File: config.mk
export PLATFORM = sky130hd
export DESIGN_NAME = uart_transceiver_8n1
export DESIGN_NICKNAME = d
export VERILOG_FILES = /design/src/uart_tr_pkg.sv /design/src/uart_transceiver_8n1.sv
export SDC_FILE = /design/constraint.sdc
export NUM_CORES = 1
export LEC_CHECK = 0
export BUFFER_PORTS_ARGS = -buffer_cell sky130_fd_sc_hd__buf_2
export CAP_MARGIN = 20
export CORE_ASPECT_RATIO = 0.75
export CORE_MARGIN = 3
export CORE_UTILIZATION = 65
export DETAILED_ROUTE_END_ITERATION = 8
export GPL_TIMING_DRIVEN = 0
export PLACE_DENSITY = 0.85
export SLEW_MARGIN = 20
export SYNTH_ARGS = -nofsm -noshare
export SYNTH_HDL_FRONTEND = slang
export SYNTH_SLANG_ARGS = --single-unit
File: constraint.sdc
create_clock -name i_clk -period 8.6 [get_ports i_clk]
set_clock_uncertainty 0.2 [all_clocks]
set_input_delay 1.29 -clock i_clk [delete_from_list [all_inputs] [get_ports i_clk]]
set_output_delay 1.29 -clock i_clk [all_outputs]
set_load 0.01 [all_outputs]
File: src/uart_tr_pkg.sv
package uart_tr_pkg;

    localparam int unsigned DIV_W         = 16;
    localparam int unsigned CNT_W         = 4;
    localparam int unsigned SEND_SHIFT_W  = 9;
    localparam int unsigned RECV_SHIFT_W  = 10;
    localparam int unsigned APB_DATA_W    = 32;
    localparam int unsigned APB_ADDR_W    = 3;

    localparam logic [DIV_W-1:0] DIVISOR_RESET  = 16'd434;
    localparam logic [CNT_W-1:0] FRAME_BITS     = 4'd10;
    localparam logic             REG_BIT_DIVISOR = 1'b0;

    typedef struct packed {
        logic       tx_line;
        logic       rx_valid;
        logic [7:0] rx_byte;
        logic       framing_error;
        logic       tx_busy;
        logic       push_dropped;
    } t_result;

endpackage

File: src/uart_transceiver_8n1.sv
// throughput: one tick request per cycle while o_in_stall is low
// all tick logic sits between the state and result registers
// a two-entry output stage (register plus skid) keeps input taken while a result waits
// synchronous active-low reset: both serial engines idle, tx line register high, queue empty,
// held byte zero, bit divisor 434; queue storage is not cleared
module uart_transceiver_8n1 #(
    parameter int unsigned QUEUE_DEPTH = 16
) (
    input  logic                                i_clk,
    input  logic                                i_rst_n,

    input  logic                                i_in_valid,
    output logic                                o_in_stall,
    input  logic                                i_rx_line,
    input  logic                                i_push_valid,
    input  logic [7:0]                          i_push_byte,

    output logic                                o_out_valid,
    input  logic                                i_out_stall,
    output logic                                o_tx_line,
    output logic                                o_rx_valid,
    output logic [7:0]                          o_rx_byte,
    output logic                                o_framing_error,
    output logic                                o_tx_busy,
    output logic                                o_push_dropped,

    input  logic                                psel,
    input  logic                                penable,
    input  logic                                pwrite,
    input  logic [uart_tr_pkg::APB_ADDR_W-1:0]  paddr,
    input  logic [uart_tr_pkg::APB_DATA_W-1:0]  pwdata,
    output logic [uart_tr_pkg::APB_DATA_W-1:0]  prdata,
    output logic                                pready
);

    localparam int unsigned PTR_W  = (QUEUE_DEPTH > 1) ? $clog2(QUEUE_DEPTH) : 1;
    localparam int unsigned FILL_W = $clog2(QUEUE_DEPTH + 1);
    localparam int unsigned SUM_W  = FILL_W + 1;
    localparam int unsigned DIV_W  = uart_tr_pkg::DIV_W;
    localparam int unsigned CNT_W  = uart_tr_pkg::CNT_W;
    localparam int unsigned STX_W  = uart_tr_pkg::SEND_SHIFT_W;
    localparam int unsigned SRX_W  = uart_tr_pkg::RECV_SHIFT_W;

    // configuration
    logic [DIV_W-1:0] r_bit_divisor;
    logic             cfg_wr;

    // transmitter and queue
    logic             r_send_active, n_send_active;
    logic [DIV_W-1:0] r_send_timer,  n_send_timer;
    logic [STX_W-1:0] r_send_shift,  n_send_shift;
    logic [CNT_W-1:0] r_send_cnt,    n_send_cnt;
    logic             r_line_out,    n_line_out;
    logic [PTR_W-1:0] r_head,        n_head;
    logic [FILL_W-1:0] r_fill,       n_fill;
    logic [7:0]       r_head_byte;
    logic [7:0]       r_queue [QUEUE_DEPTH];

    // receiver
    logic             r_recv_active, n_recv_active;
    logic [DIV_W-1:0] r_recv_timer,  n_recv_timer;
    logic [SRX_W-1:0] r_recv_shift,  n_recv_shift;
    logic [CNT_W-1:0] r_recv_cnt,    n_recv_cnt;
    logic [7:0]       r_held_byte,   n_held_byte;

    // output stage
    uart_tr_pkg::t_result res, r_out, r_skd;
    logic             r_out_valid, r_skd_valid;
    logic             in_fire, out_fire;

    logic             wr_ok, pop, rx_good, rx_bad;
    logic [FILL_W-1:0] fill_a;
    logic [SUM_W-1:0] wsum;
    logic [PTR_W-1:0] waddr;
    logic [7:0]       pop_byte;
    logic [DIV_W-1:0] send_dec, recv_dec;

    assign pready = 1'b1;
    assign cfg_wr = psel && penable && pwrite
                    && (paddr[2] == uart_tr_pkg::REG_BIT_DIVISOR);
    assign prdata = (paddr[2] == uart_tr_pkg::REG_BIT_DIVISOR)
                    ? {{(uart_tr_pkg::APB_DATA_W - DIV_W){1'b0}}, r_bit_divisor}
                    : '0;

    assign in_fire  = i_in_valid && !r_skd_valid;
    assign out_fire = r_out_valid && !i_out_stall;
    assign o_in_stall = r_skd_valid;

    always_comb begin
        // queue push
        wr_ok  = i_push_valid && (r_fill < FILL_W'(QUEUE_DEPTH));
        fill_a = r_fill + FILL_W'(wr_ok);
        wsum   = SUM_W'(r_head) + SUM_W'(r_fill);
        if (wsum >= SUM_W'(QUEUE_DEPTH)) begin
            wsum = wsum - SUM_W'(QUEUE_DEPTH);
        end
        waddr    = PTR_W'(wsum);
        pop_byte = (r_fill != '0) ? r_head_byte : i_push_byte;

        // transmitter
        n_send_active = r_send_active;
        n_send_timer  = r_send_timer;
        n_send_shift  = r_send_shift;
        n_send_cnt    = r_send_cnt;
        n_line_out    = r_line_out;
        send_dec      = r_send_timer - DIV_W'(1);
        pop           = !r_send_active && (fill_a != '0);
        if (!r_send_active) begin
            if (pop) begin
                n_line_out    = 1'b0;
                n_send_active = 1'b1;
                n_send_timer  = r_bit_divisor;
                n_send_shift  = {1'b1, pop_byte};
                n_send_cnt    = '0;
            end
        end else begin
            n_send_timer = send_dec;
            if (send_dec == '0) begin
                n_send_timer = r_bit_divisor;
                n_line_out   = r_send_shift[0];
                n_send_shift = {1'b0, r_send_shift[STX_W-1:1]};
                n_send_cnt   = r_send_cnt + CNT_W'(1);
                if (n_send_cnt == uart_tr_pkg::FRAME_BITS) begin
                    n_line_out    = 1'b1;
                    n_send_active = 1'b0;
                end
            end
        end

        if (pop) begin
            n_head = (r_head == PTR_W'(QUEUE_DEPTH - 1)) ? '0 : r_head + PTR_W'(1);
        end else begin
            n_head = r_head;
        end
        n_fill = fill_a - FILL_W'(pop);

        // receiver
        n_recv_active = r_recv_active;
        n_recv_timer  = r_recv_timer;
        n_recv_shift  = r_recv_shift;
        n_recv_cnt    = r_recv_cnt;
        n_held_byte   = r_held_byte;
        rx_good       = 1'b0;
        rx_bad        = 1'b0;
        recv_dec      = r_recv_timer - DIV_W'(1);
        if (!r_recv_active) begin
            if (!i_rx_line) begin
                n_recv_active = 1'b1;
                n_recv_timer  = r_bit_divisor >> 1;
                n_recv_shift  = '0;
                n_recv_cnt    = '0;
            end
        end else begin
            n_recv_timer = recv_dec;
            if (recv_dec == '0) begin
                n_recv_timer = r_bit_divisor;
                n_recv_shift = {r_recv_shift[SRX_W-2:0], i_rx_line};
                n_recv_cnt   = r_recv_cnt + CNT_W'(1);
                if (n_recv_cnt == uart_tr_pkg::FRAME_BITS) begin
                    n_recv_active = 1'b0;
                    if (n_recv_shift[SRX_W-1] || !n_recv_shift[0]) begin
                        rx_bad = 1'b1;
                    end else begin
                        rx_good = 1'b1;
                        // first sampled data bit is the lsb
                        for (int j = 0; j < 8; j++) begin
                            n_held_byte[j] = n_recv_shift[8-j];
                        end
                    end
                end
            end
        end

        res.tx_line       = n_line_out;
        res.rx_valid      = rx_good;
        res.rx_byte       = n_held_byte;
        res.framing_error = rx_bad;
        res.tx_busy       = n_send_active || (n_fill != '0);
        res.push_dropped  = i_push_valid && !wr_ok;
    end

    always_ff @(posedge i_clk) begin
        if (!i_rst_n) begin
            r_bit_divisor <= uart_tr_pkg::DIVISOR_RESET;
        end else if (cfg_wr) begin
            r_bit_divisor <= pwdata[DIV_W-1:0];
        end
    end

    always_ff @(posedge i_clk) begin
        if (in_fire && wr_ok) begin
            r_queue[waddr] <= i_push_byte;
        end
        if (in_fire) begin
            // keep the entry at the queue head in a register
            if (wr_ok && (waddr == n_head)) begin
                r_head_byte <= i_push_byte;
            end else begin
                r_head_byte <= r_queue[n_head];
            end
        end
    end

    always_ff @(posedge i_clk) begin
        if (!i_rst_n) begin
            r_send_active <= 1'b0;
            r_send_timer  <= '0;
            r_send_shift  <= '0;
            r_send_cnt    <= '0;
            r_line_out    <= 1'b1;
            r_head        <= '0;
            r_fill        <= '0;
            r_recv_active <= 1'b0;
            r_recv_timer  <= '0;
            r_recv_shift  <= '0;
            r_recv_cnt    <= '0;
            r_held_byte   <= '0;
        end else if (in_fire) begin
            r_send_active <= n_send_active;
            r_send_timer  <= n_send_timer;
            r_send_shift  <= n_send_shift;
            r_send_cnt    <= n_send_cnt;
            r_line_out    <= n_line_out;
            r_head        <= n_head;
            r_fill        <= n_fill;
            r_recv_active <= n_recv_active;
            r_recv_timer  <= n_recv_timer;
            r_recv_shift  <= n_recv_shift;
            r_recv_cnt    <= n_recv_cnt;
            r_held_byte   <= n_held_byte;
        end
    end

    always_ff @(posedge i_clk) begin
        if (!i_rst_n) begin
            r_out_valid <= 1'b0;
            r_skd_valid <= 1'b0;
        end else begin
            if (in_fire && (!r_out_valid || out_fire)) begin
                r_out_valid <= 1'b1;
            end else if (in_fire) begin
                r_skd_valid <= 1'b1;
            end else if (out_fire) begin
                r_out_valid <= r_skd_valid;
                r_skd_valid <= 1'b0;
            end
        end
    end

    always_ff @(posedge i_clk) begin
        if (in_fire && (!r_out_valid || out_fire)) begin
            r_out <= res;
        end else if (in_fire) begin
            r_skd <= res;
        end else if (out_fire && r_skd_valid) begin
            r_out <= r_skd;
        end
    end

    assign o_out_valid     = r_out_valid;
    assign o_tx_line       = r_out.tx_line;
    assign o_rx_valid      = r_out.rx_valid;
    assign o_rx_byte       = r_out.rx_byte;
    assign o_framing_error = r_out.framing_error;
    assign o_tx_busy       = r_out.tx_busy;
    assign o_push_dropped  = r_out.push_dropped;

endmodule
==> results.sh, run 1 <==
export IMPL_status="complete, no violations"
export IMPL_syn_avg_cell_area_um2=10.9
export IMPL_multi_input_area_um2=5280
export IMPL_vias_per_cell=6.40
export IMPL_grt_pass1_vias=9142
export IMPL_cpLargestDelayFamily="compound AO/OA/AOI/OAI gates"
export IMPL_ant_nets=0
export IMPL_max_cap_violations=0
export IMPL_core_area_um2=18700
export IMPL_drv_slew=0
export IMPL_die_w_um=166
export IMPL_worstPathArrival_ns=5.31
export IMPL_register_area_um2=6790
export IMPL_syn_to_final_growth_pct=11.7
export IMPL_r2r_start="r_fill[4]"
export IMPL_yosys_top_cells_count="edfxtp_1 (162), nand2_1 (140), dfxtp_1 (96), nor2_1 (74), mux2i_1 (57)"
export IMPL_cts_tree="built"
export IMPL_utilization=0.749
export IMPL_die_h_um=126
export IMPL_worstReg2RegEnd="r_head_byte[0]"
export IMPL_vias=9758
export IMPL_place_ws_ns=3.12
export IMPL_max_freq_mhz=196
export IMPL_ys_flop_type="edfxtp_1"
export IMPL_clkTransAtPathRegs_ns=0.06
export IMPL_ioPinCount=100
export IMPL_syn_cell_area_um2=12600
export IMPL_cts_buffers=25
export IMPL_slowest_stage="o2111ai_1"
export IMPL_yosys_warnings=0
export IMPL_synthArstFlopShare=0
export IMPL_grt_antenna_before_repair=0
export IMPL_relSlewSlack=0.265
export IMPL_hold_buffers=0
export IMPL_grt_ovfl_total=0
export IMPL_wire_per_inst_um=20.7
export IMPL_ys_ff_latch=258
export IMPL_crit_required_ns=8.79
export IMPL_setup_viol=0
export IMPL_irDropWorstVdd_mv=0.188
export IMPL_crit_buf_inv=4
export IMPL_r2r_cells=14
export IMPL_yosysTopAreaCell="edfxtp_1"
export IMPL_rsz0062_at_grt="false"
export IMPL_netlist_top_cells_area="edfxtp_1 (39%), dfxtp_1 (15%), mux2i_1 (4.5%)"
export IMPL_n_antenna_cell=0
export IMPL_power_leakage_uw=0.00528
export IMPL_fin_crit_sh=0.595
export IMPL_holdCritPathClass="register to register"
export IMPL_finalSetupTns_ns=0
export IMPL_crit_chain="buf_2 > nor2b_1 > ha_1 > ha_1 > clkbuf_1 > nor3_1 > a31o_2 > a21oi_1 > mux2i_1 > buf_2 > buf_4 > mux2_2 > o2111ai_1 > o221a_2"
export IMPL_gp_congestion=0.961
export IMPL_hold_violations=0
export IMPL_crit_fanout=10
export IMPL_grt_max_degree=19
export IMPL_synth_top_area_share=0.388
export IMPL_fin_ws_ns=3.49
export IMPL_fill_cells=1257
export IMPL_grt_pass1_wl_um=49100
export IMPL_yosysUniqueCellTypes=76
export IMPL_drive_above_1_share=0.167
export IMPL_cts_max_path_buffers=3
export IMPL_cp_endpoint="r_head_byte[0]"
export IMPL_worstMarginPinSlew_ns=1.10
export IMPL_power_density_nw_per_um2=266
export IMPL_critical_path_class="input pin to register"
export IMPL_startpoint_type="input pin"
export IMPL_design_final_nets=1328
export IMPL_grt_use_total=0.289
export IMPL_routed_wl_um=31500
export IMPL_die_area_um2=21000
export IMPL_syn_inst=1154
export IMPL_yosysSeqAreaShare=0.541
export IMPL_synth_most_common_cell="edfxtp_1"
export IMPL_crit_cells=14
export IMPL_drtIter0Drc=1158
export IMPL_rows=43
export IMPL_dr_pass1_iters=5
export IMPL_rrSetupSlack_ns=3.91
export IMPL_hpwl_um=21900
export IMPL_crit_path_start="i_push_valid"
export IMPL_post_cts_buffers=0
export IMPL_root_buffer="clkbuf_16"
export IMPL_clock_latency_ns=0.53
export IMPL_fin_crit_ns=5.11
export IMPL_drcViolationCount=0
export IMPL_initial_core_util=0.670
export IMPL_cp_end_kind="register"
export IMPL_cts_sinks=258
export IMPL_critical_path_max_stage_delay_ns=0.49
export IMPL_htree_levels=1
export IMPL_cts_repair_resized=0
export IMPL_port_buffers=63
export IMPL_synth_edff_count=162
-- cells by family (layout without fill, tap and decap cells) --
kind of cell    after synthesis  count (layout)  synth area share
buf+inv                     117             226            0.0443
other cells                   2              17          0.000598
fa+ha+maj                    17              17            0.0175
mux                          98              98            0.0822
simple gates                360             360             0.139
flops                       258             258             0.541
compound gates              267             267             0.151
xor+xnor                     35              35            0.0244
-- cells in the final DEF (no fill, tap or decap), types with 29 or more instances in the layout --
cell type | netlist | layout
a21oi_1 | 44 | 43
buf_2 | 20 | 83
clkbuf_1 | 36 | 41
dfxtp_1 | 96 | 96
edfxtp_1 | 162 | 162
inv_1 | 31 | 31
mux2_2 | 41 | 41
mux2i_1 | 57 | 57
nand2_1 | 140 | 140
nand3_1 | 29 | 29
nor2_1 | 74 | 74
o21ai_0 | 51 | 51
-- through the flow --
step,hold slack (ns),power [µW],instances,cell area (µm²)
4_1_cts,0.257,3710,1525,14000
5_1_grt,0.281,3890,1525,14000
3_5_place_dp,0.248,2680,1479,13200
2_1_floorplan,0.228,2370,1169,12600
6_report,0.255,3720,1525,14000
3_3_place_gp,0.240,2640,1479,13200
-- sequential cells by signal (all words and copies together), names as in the netlist, 4 cells and up --
register       cells
o_rx_byte          8
r_send_timer      16
r_send_cnt         4
r_bit_divisor     16
r_recv_timer      16
r_queue          128
r_fill             5
r_recv_shift       9
r_held_byte        8
r_recv_cnt         4
r_skd             13
r_send_shift       9
r_head_byte        8
r_head             4
-- per-layer routing --
| layer | vias up | GRT usage | part of all wire |
|---|---|---|---|
| met5 | - | 0 | 0 |
| met2 | 582 | 0.426 | 0.43 |
| li1 | 4480 | - | - |
| met4 | 0 | 0.0635 | 0.016 |
| met1 | 4638 | 0.434 | 0.42 |
| met3 | 58 | 0.0801 | 0.13 |
-- worst min path at each step --
stage	slack (ns)	cells after the start	endpoint	startpoint
after floorplan	0.23	2	r_send_shift[0]	r_send_shift[0]
after global placement	0.24	2	r_send_shift[3]	r_send_shift[3]
after detailed placement	0.25	2	r_send_shift[3]	r_send_shift[3]
after CTS	0.26	2	r_send_shift[4]	r_send_shift[4]
after global routing	0.28	2	r_send_shift[7]	r_send_shift[7]
final	0.25	2	r_send_shift[4]	r_send_shift[4]
-- report_power, final --
| part | switching, µW | total [µW] | internal (µW) |
|---|---|---|---|
| combinational | 746 | 1200 | 458 |
| clock | 454 | 1040 | 581 |
| sequential | 65.3 | 1490 | 1420 |
| total | 1270 | 3720 | 2460 |
-- worst reg2reg max path, delay by kind of cell (launching register included) --
kind,cells,cell delay (ns)
buffers and inverters,4,1.07
AO/OA/AOI/OAI,4,1.37
AND/OR/NAND/NOR,2,0.37
flip-flops,1,0.29
adder cells (fa/ha/maj),2,0.48
multiplexers,2,0.78
-- cell type report --
type                       instances  share of cell area
sequential                       258               0.484
inverter                          32             0.00857
multi-input combinational        794               0.376
clock inverter                    12             0.00482
buffer                            85              0.0311
timing repair buffer              63              0.0225
tap                              247              0.0220
clock buffer                      34              0.0507
Note: power is estimated with default switching activity, not from simulation.
==> run 2: changes to the inputs <==
- ABC_AREA: default -> 1
- CORE_UTILIZATION: 65 -> 61
- PLACE_DENSITY: 0.85 -> 0.81
- clock period: 8.6 -> 4.8 ns (I/O delays scaled with it)
==> run 2 against run 1 <==
  * Final cell count is 34% higher
  * Global-route usage is 0.74 points higher
  * Sequential power is 74% higher
  * Largest power group unchanged
  * Synthesized cell count is 41% higher
  * Critical path type is now register to register
  * Non-clock buffer count is 8 higher
  * Core utilization is 4.6 points lower
  * Hold slack worse by 0.043 ns
==> results.sh, run 2 <==
export IMPL_power_leakage_uw=0.00673
export IMPL_max_freq_mhz=297
export IMPL_rows=46
export IMPL_htree_levels=1
export IMPL_cts_sinks=258
export IMPL_placed_cell_area_um2=14200
export IMPL_cts_tree="built"
export IMPL_gp_congestion=0.971
export IMPL_relSlewSlack=0.368
export IMPL_syn_to_final_growth_pct=12.0
export IMPL_critical_path_class="register to register"
export IMPL_largest_register="r_queue"
export IMPL_n_antenna_cell=0
export IMPL_critical_path_max_stage_delay_ns=0.40
export IMPL_clock_latency_ns=0.54
export IMPL_fin_crit_sh=0.700
export IMPL_hold_violations=0
export IMPL_finalPower_uw=6420
export IMPL_core_area_um2=21400
export IMPL_finalSetupTns_ns=0
export IMPL_syn_inst=1627
export IMPL_ys_ff_latch=258
export IMPL_synth_most_common_cell="nand2_1"
export IMPL_cts_buffers=26
export IMPL_routed_wl_um=35300
export IMPL_status="complete, no violations"
export IMPL_cp_end_kind="register"
export IMPL_cts_max_path_buffers=3
export IMPL_hold_path_depth=3
export IMPL_cp_common_cell="nand2_1"
export IMPL_die_area_um2=23800
export IMPL_ys_flop_type="edfxtp_1"
export IMPL_cts_repair_resized=0
export IMPL_clkTransAtPathRegs_ns=0.06
export IMPL_grt_max_degree=19
export IMPL_crit_fanout=10
export IMPL_irDropWorstVdd_mv=0.275
export IMPL_crit_chain="nor2_1 > ha_1 > ha_1 > nor2_1 > nand3_2 > nor2_4 > nand2_4 > nand2_8 > nand2_2 > nand2_2 > buf_2 > nand2_1 > nand3_1 > nand3_1 > nand3_1 > nand2_1 > nand2_1 > nand2_1"
export IMPL_rrSetupSlack_ns=1.44
export IMPL_syn_cell_area_um2=13400
export IMPL_utilization=0.703
export IMPL_synth_top_area_share=0.363
export IMPL_hpwl_um=25800
export IMPL_startpoint_type="register"
export IMPL_yosysUniqueCellTypes=56
export IMPL_worstPathArrival_ns=3.44
export IMPL_power_density_nw_per_um2=428
export IMPL_synth_edff_count=162
export IMPL_worstReg2RegEnd="r_head_byte[2]"
export IMPL_r2r_start="r_fill[4]"
export IMPL_most_common_layout_cells="nand2_1 (327), inv_1 (250), nand3_1 (213), edfxtp_1 (162), nor2_1 (125)"
export IMPL_rsz0062_at_grt="false"
export IMPL_drive_above_1_share=0.124
export IMPL_yosys_top_cells_count="nand2_1 (327), inv_1 (250), nand3_1 (213), edfxtp_1 (162), nor2_1 (125)"
export IMPL_syn_avg_cell_area_um2=8.24
export IMPL_grt_ovfl_total=0
export IMPL_drcViolationCount=0
export IMPL_crit_buf_inv=1
export IMPL_synthArstFlopShare=0
export IMPL_crit_required_ns=4.88
export IMPL_die_w_um=177
export IMPL_r2r_cells=18
export IMPL_fin_area_um2=15000
export IMPL_port_buffers=63
export IMPL_layout_cells_most_common="nand2_1"
export IMPL_hold_buffers=0
export IMPL_worstMarginPinSlew_ns=0.948
export IMPL_drtIter0Drc=1355
export IMPL_wire_per_inst_um=17.3
export IMPL_netlist_top_cells_area="edfxtp_1 (36%), dfxtp_1 (14%), nand2_1 (9.2%)"
export IMPL_yosysTopAreaCell="edfxtp_1"
export IMPL_yosysSeqAreaShare=0.506
export IMPL_grt_antenna_before_repair=0
export IMPL_holdCritPathClass="input pin to register"
export IMPL_design_final_nets=1804
export IMPL_setup_viol=0
export IMPL_grt_pass1_vias=10253
export IMPL_vias=11434
export IMPL_largest_reg_flops=128
export IMPL_ant_nets=0
export IMPL_drv_slew=0
export IMPL_dr_pass1_iters=7
export IMPL_die_h_um=134
export IMPL_ioPinCount=100
export IMPL_worstHoldStart="pwdata[8]"
export IMPL_slowest_stage="dfxtp_1"
export IMPL_vias_per_cell=5.60
export IMPL_grt_pass1_wl_um=55300
export IMPL_hold_path_end="r_bit_divisor[8]"
export IMPL_max_cap_violations=0
export IMPL_initial_core_util=0.628
export IMPL_fin_crit_ns=3.36
export IMPL_grt_use_total=0.297
export IMPL_place_ws_ns=0.979
export IMPL_fin_ws_ns=1.44
export IMPL_post_cts_buffers=0
export IMPL_yosys_warnings=0
export IMPL_cpLargestDelayFamily="simple AND/OR/NAND/NOR gates"
export IMPL_root_buffer="clkbuf_16"
==> run 2: kinds of logic (layout without fill, tap and decap cells) <==
logic type | count (synthesis) | count (layout) | synth area share
and+or+nand+nor | 742 | 742 | 0.250
buffers and inverters | 356 | 469 | 0.112
other | 2 | 17 | 0.000560
adders and majority gates | 17 | 17 | 0.0164
AOI/OAI and AO/OA | 214 | 214 | 0.0890
DFF | 258 | 258 | 0.506
xor gates and xnor gates | 30 | 30 | 0.0202
muxes | 8 | 8 | 0.00597
==> run 2: worst max-delay path by stage <==
stage | startpoint | end | slack [ns] | depth (start not counted)
after floorplan | i_push_valid | o_tx_busy | 1.46 | 17
after global placement | i_push_valid | r_head_byte[3] | 1.03 | 20
after detailed placement | i_push_valid | r_head_byte[4] | 0.98 | 20
after CTS | r_fill[4] | r_head_byte[2] | 1.47 | 18
after global routing | r_fill[4] | r_head_byte[2] | 1.18 | 18
final | r_fill[4] | r_head_byte[2] | 1.44 | 18
==> run 2: cell type report <==
class | count | area, µm²
plain buffers | 91 | 498
clock buffers | 37 | 743
clock inverters | 11 | 113
fillers | 1704 | 6340
inverters | 265 | 1000
multi-input cells | 1028 | 5180
flip-flops and latches | 258 | 6790
well taps | 288 | 360
repair buffers | 65 | 330
==> run 2: worst min-delay path, delay by kind of cell <==
kind | cells | cell delay, ns
buf+inv | 1 | 0.07
compound gates | 1 | 0.06
simple gates | 1 | 0.04
==> run 2: stage by stage <==
| stage | cells | hold slack [ns] |
|---|---|---|
| after CTS | 2043 | 0.202 |
| after global placement | 1993 | 0.252 |
| final | 2043 | 0.212 |
| after detailed placement | 1995 | 0.259 |
| after global routing | 2043 | 0.230 |
| after floorplan | 1642 | 0.241 |
==> run 2: metal layers <==
metal | routed length (µm) | GRT usage | part of all wire | vias up
met1 | 16000 | 0.463 | 0.46 | 5315
met3 | 4390 | 0.0905 | 0.12 | 41
li1 | - | - | - | 5504
met2 | 14400 | 0.412 | 0.41 | 574
met5 | 0 | 0 | 0 | -
met4 | 453 | 0.0523 | 0.013 | 0
==> run 2: power breakdown <==
part / internal (µW) / total, µW / switching, µW
Clock: 1190 / 2040 / 854
Sequential: 2510 / 2600 / 85.1
Combinational: 558 / 1790 / 1230
==> run 3: changes to the inputs <==
- ABC_AREA: 1 -> 0
- CORE_UTILIZATION: 61 -> 54
- PLACE_DENSITY: 0.81 -> 0.76
- clock period: 4.8 -> 2.73 ns (I/O delays scaled with it)
==> run 3 against run 2 <==
  * The run now ends with setup timing left
  * Register-to-register slack worse by 2.0 ns
  * Combinational power rose to 3.7 times the previous value
  * Clock power is 72% higher
  * Fmax grew 1.6%
  * Largest power group is now combinational logic
==> results.sh, run 3 (synthesis results as in run 1) <==
export IMPL_rrSetupSlack_ns=-0.58
export IMPL_port_buffers=63
export IMPL_drive_above_1_share=0.380
export IMPL_cts_max_path_buffers=3
export IMPL_fin_crit_ns=3.31
export IMPL_hold_path_end="o_in_stall"
export IMPL_largest_reg_flops=128
export IMPL_cts_sinks=258
export IMPL_cts_buffers=25
export IMPL_vias_per_cell=6.34
export IMPL_worstHoldStart="i_out_stall"
export IMPL_startpoint_type="register"
export IMPL_instances_no_fill=1698
export IMPL_max_cap_violations=0
export IMPL_drtIter0Drc=1454
export IMPL_hold_path_depth=3
export IMPL_holdCritPathClass="input pin to register"
export IMPL_drv_slew=0
export IMPL_gp_congestion=0.994
export IMPL_violations="setup timing"
export IMPL_layout_cells_most_common="edfxtp_1"
export IMPL_cts_tree="built"
export IMPL_syn_to_final_growth_pct=37.7
export IMPL_die_h_um=138
export IMPL_wire_per_inst_um=23.1
export IMPL_most_common_layout_cells="edfxtp_1 (162), nand2_1 (124), dfxtp_1 (83), buf_4 (73), buf_2 (65)"
export IMPL_worstMarginPinSlew_ns=0.968
export IMPL_root_buffer="clkbuf_16"
export IMPL_core_area_um2=22500
export IMPL_htree_levels=1
export IMPL_r2r_start="r_fill[4]"
export IMPL_grt_max_degree=19
export IMPL_irDropWorstVdd_mv=0.576
export IMPL_worstReg2RegEnd="r_head_byte[1]"
export IMPL_setup_viol=137
export IMPL_dp_cells=1526
export IMPL_grt_ovfl_total=0
export IMPL_relSlewSlack=0.354
export IMPL_grt_antenna_before_repair=3
export IMPL_power_density_nw_per_um2=861
export IMPL_fill_cells=1315
export IMPL_vias=10770
export IMPL_ant_nets=0
export IMPL_clock_latency_ns=0.53
export IMPL_grt_pass1_vias=10409
export IMPL_hpwl_um=23000
export IMPL_finalPower_uw=14900
export IMPL_crit_required_ns=2.81
export IMPL_power_leakage_uw=0.00651
export IMPL_grt_pass1_wl_um=58700
export IMPL_design_final_nets=1451
export IMPL_r2r_cells=15
export IMPL_rows=47
export IMPL_fin_crit_sh=1.21
export IMPL_hold_violations=0
export IMPL_die_w_um=182
export IMPL_grt_use_total=0.293
export IMPL_initial_core_util=0.559
export IMPL_multi_input_area_um2=6750
export IMPL_clkTransAtPathRegs_ns=0.07
export IMPL_drcViolationCount=0
export IMPL_dr_pass1_iters=7
export IMPL_die_area_um2=25100
export IMPL_fin_ws_ns=-0.578
export IMPL_critical_path_class="register to register"
export IMPL_max_freq_mhz=302
export IMPL_register_area_um2=6820
export IMPL_ioPinCount=100
export IMPL_status="finished, violations left"
export IMPL_largest_register="r_queue"
export IMPL_worstPathArrival_ns=3.39
export IMPL_rsz0062_at_grt="true"
export IMPL_crit_fanout=5
export IMPL_cp_end_kind="register"
export IMPL_routed_wl_um=39200
run 3: through the flow:
step | setup TNS [ns] | hold WS (ns) | utilization | cell area [µm²] | setup WS (ns)
final | -33.00 | 0.0468 | 0.770 | 17300 | -0.578
after global routing | -44.25 | 0.0746 | 0.769 | 17300 | -0.680
after CTS | -24.47 | 0.0370 | 0.745 | 16700 | -0.576
after detailed placement | -111.30 | 0.249 | 0.614 | 13800 | -1.28
after global placement | -104.28 | 0.239 | 0.614 | 13800 | -1.27
after floorplan | -19.08 | 0.228 | - | 13100 | -0.528
run 3: where the power goes:
part,leakage (µW),total [µW],switching [µW],internal [µW]
Sequential,0.00225,4730,242,4480
Combinational,0.00386,6650,3500,3150
Clock,0.000398,3500,1470,2020
run 3: layout make-up:
class,count,share of cell area
Timing Repair Buffer,193,0.103
Sequential cell,258,0.394
Clock buffer,36,0.0415
Multi-Input combinational cell,796,0.391
Buffer,76,0.0351
Tap cell,294,0.0213
Antenna cell,3,0.000434
Clock inverter,10,0.00622
Inverter,32,0.00724
run 3: routing by layer:
layer | global-route usage | part of all wire | vias up
met5 | 0 | 0.00056 | -
met4 | 0.0745 | 0.025 | 4
met3 | 0.0777 | 0.11 | 107
met2 | 0.441 | 0.45 | 668
met1 | 0.425 | 0.41 | 5254
li1 | - | - | 4737
run 3: worst max-delay path: stages, from the launching register on:
cell and delay [ns]:
dfxtp_2 0.35, nor2b_4 0.05, ha_4 0.18, buf_6 0.11, a31o_4 0.23, a211oi_4 0.24, buf_4 0.16, a21oi_4 0.07
mux2i_4 0.21, buf_12 0.14, buf_4 0.15, buf_6 0.14, mux2_4 0.31, o22ai_2 0.17, a221oi_2 0.07, o221a_4 0.27
run 3: timing repair:
item,CTS,global route
endpoints found under the hold margin,18,0
resized for setup,259,111
buffers inserted,85,27
hold buffers,18,0
pin swaps,83,67
setup endpoints to repair,259,244
cloned,12,0
run 3: worst max path at each step:
stage / startpoint / end / slack, ns / cells after the start
3_3_place_gp: i_push_valid / r_head_byte[2] / -1.27 / 12
3_5_place_dp: i_push_valid / r_head_byte[2] / -1.28 / 12
6_report: r_fill[4] / r_head_byte[1] / -0.58 / 15
2_1_floorplan: r_recv_timer[2] / o_rx_byte[3] / -0.53 / 8
4_1_cts: r_fill[4] / r_head_byte[3] / -0.58 / 13
5_1_grt: r_fill[4] / o_tx_busy / -0.68 / 14
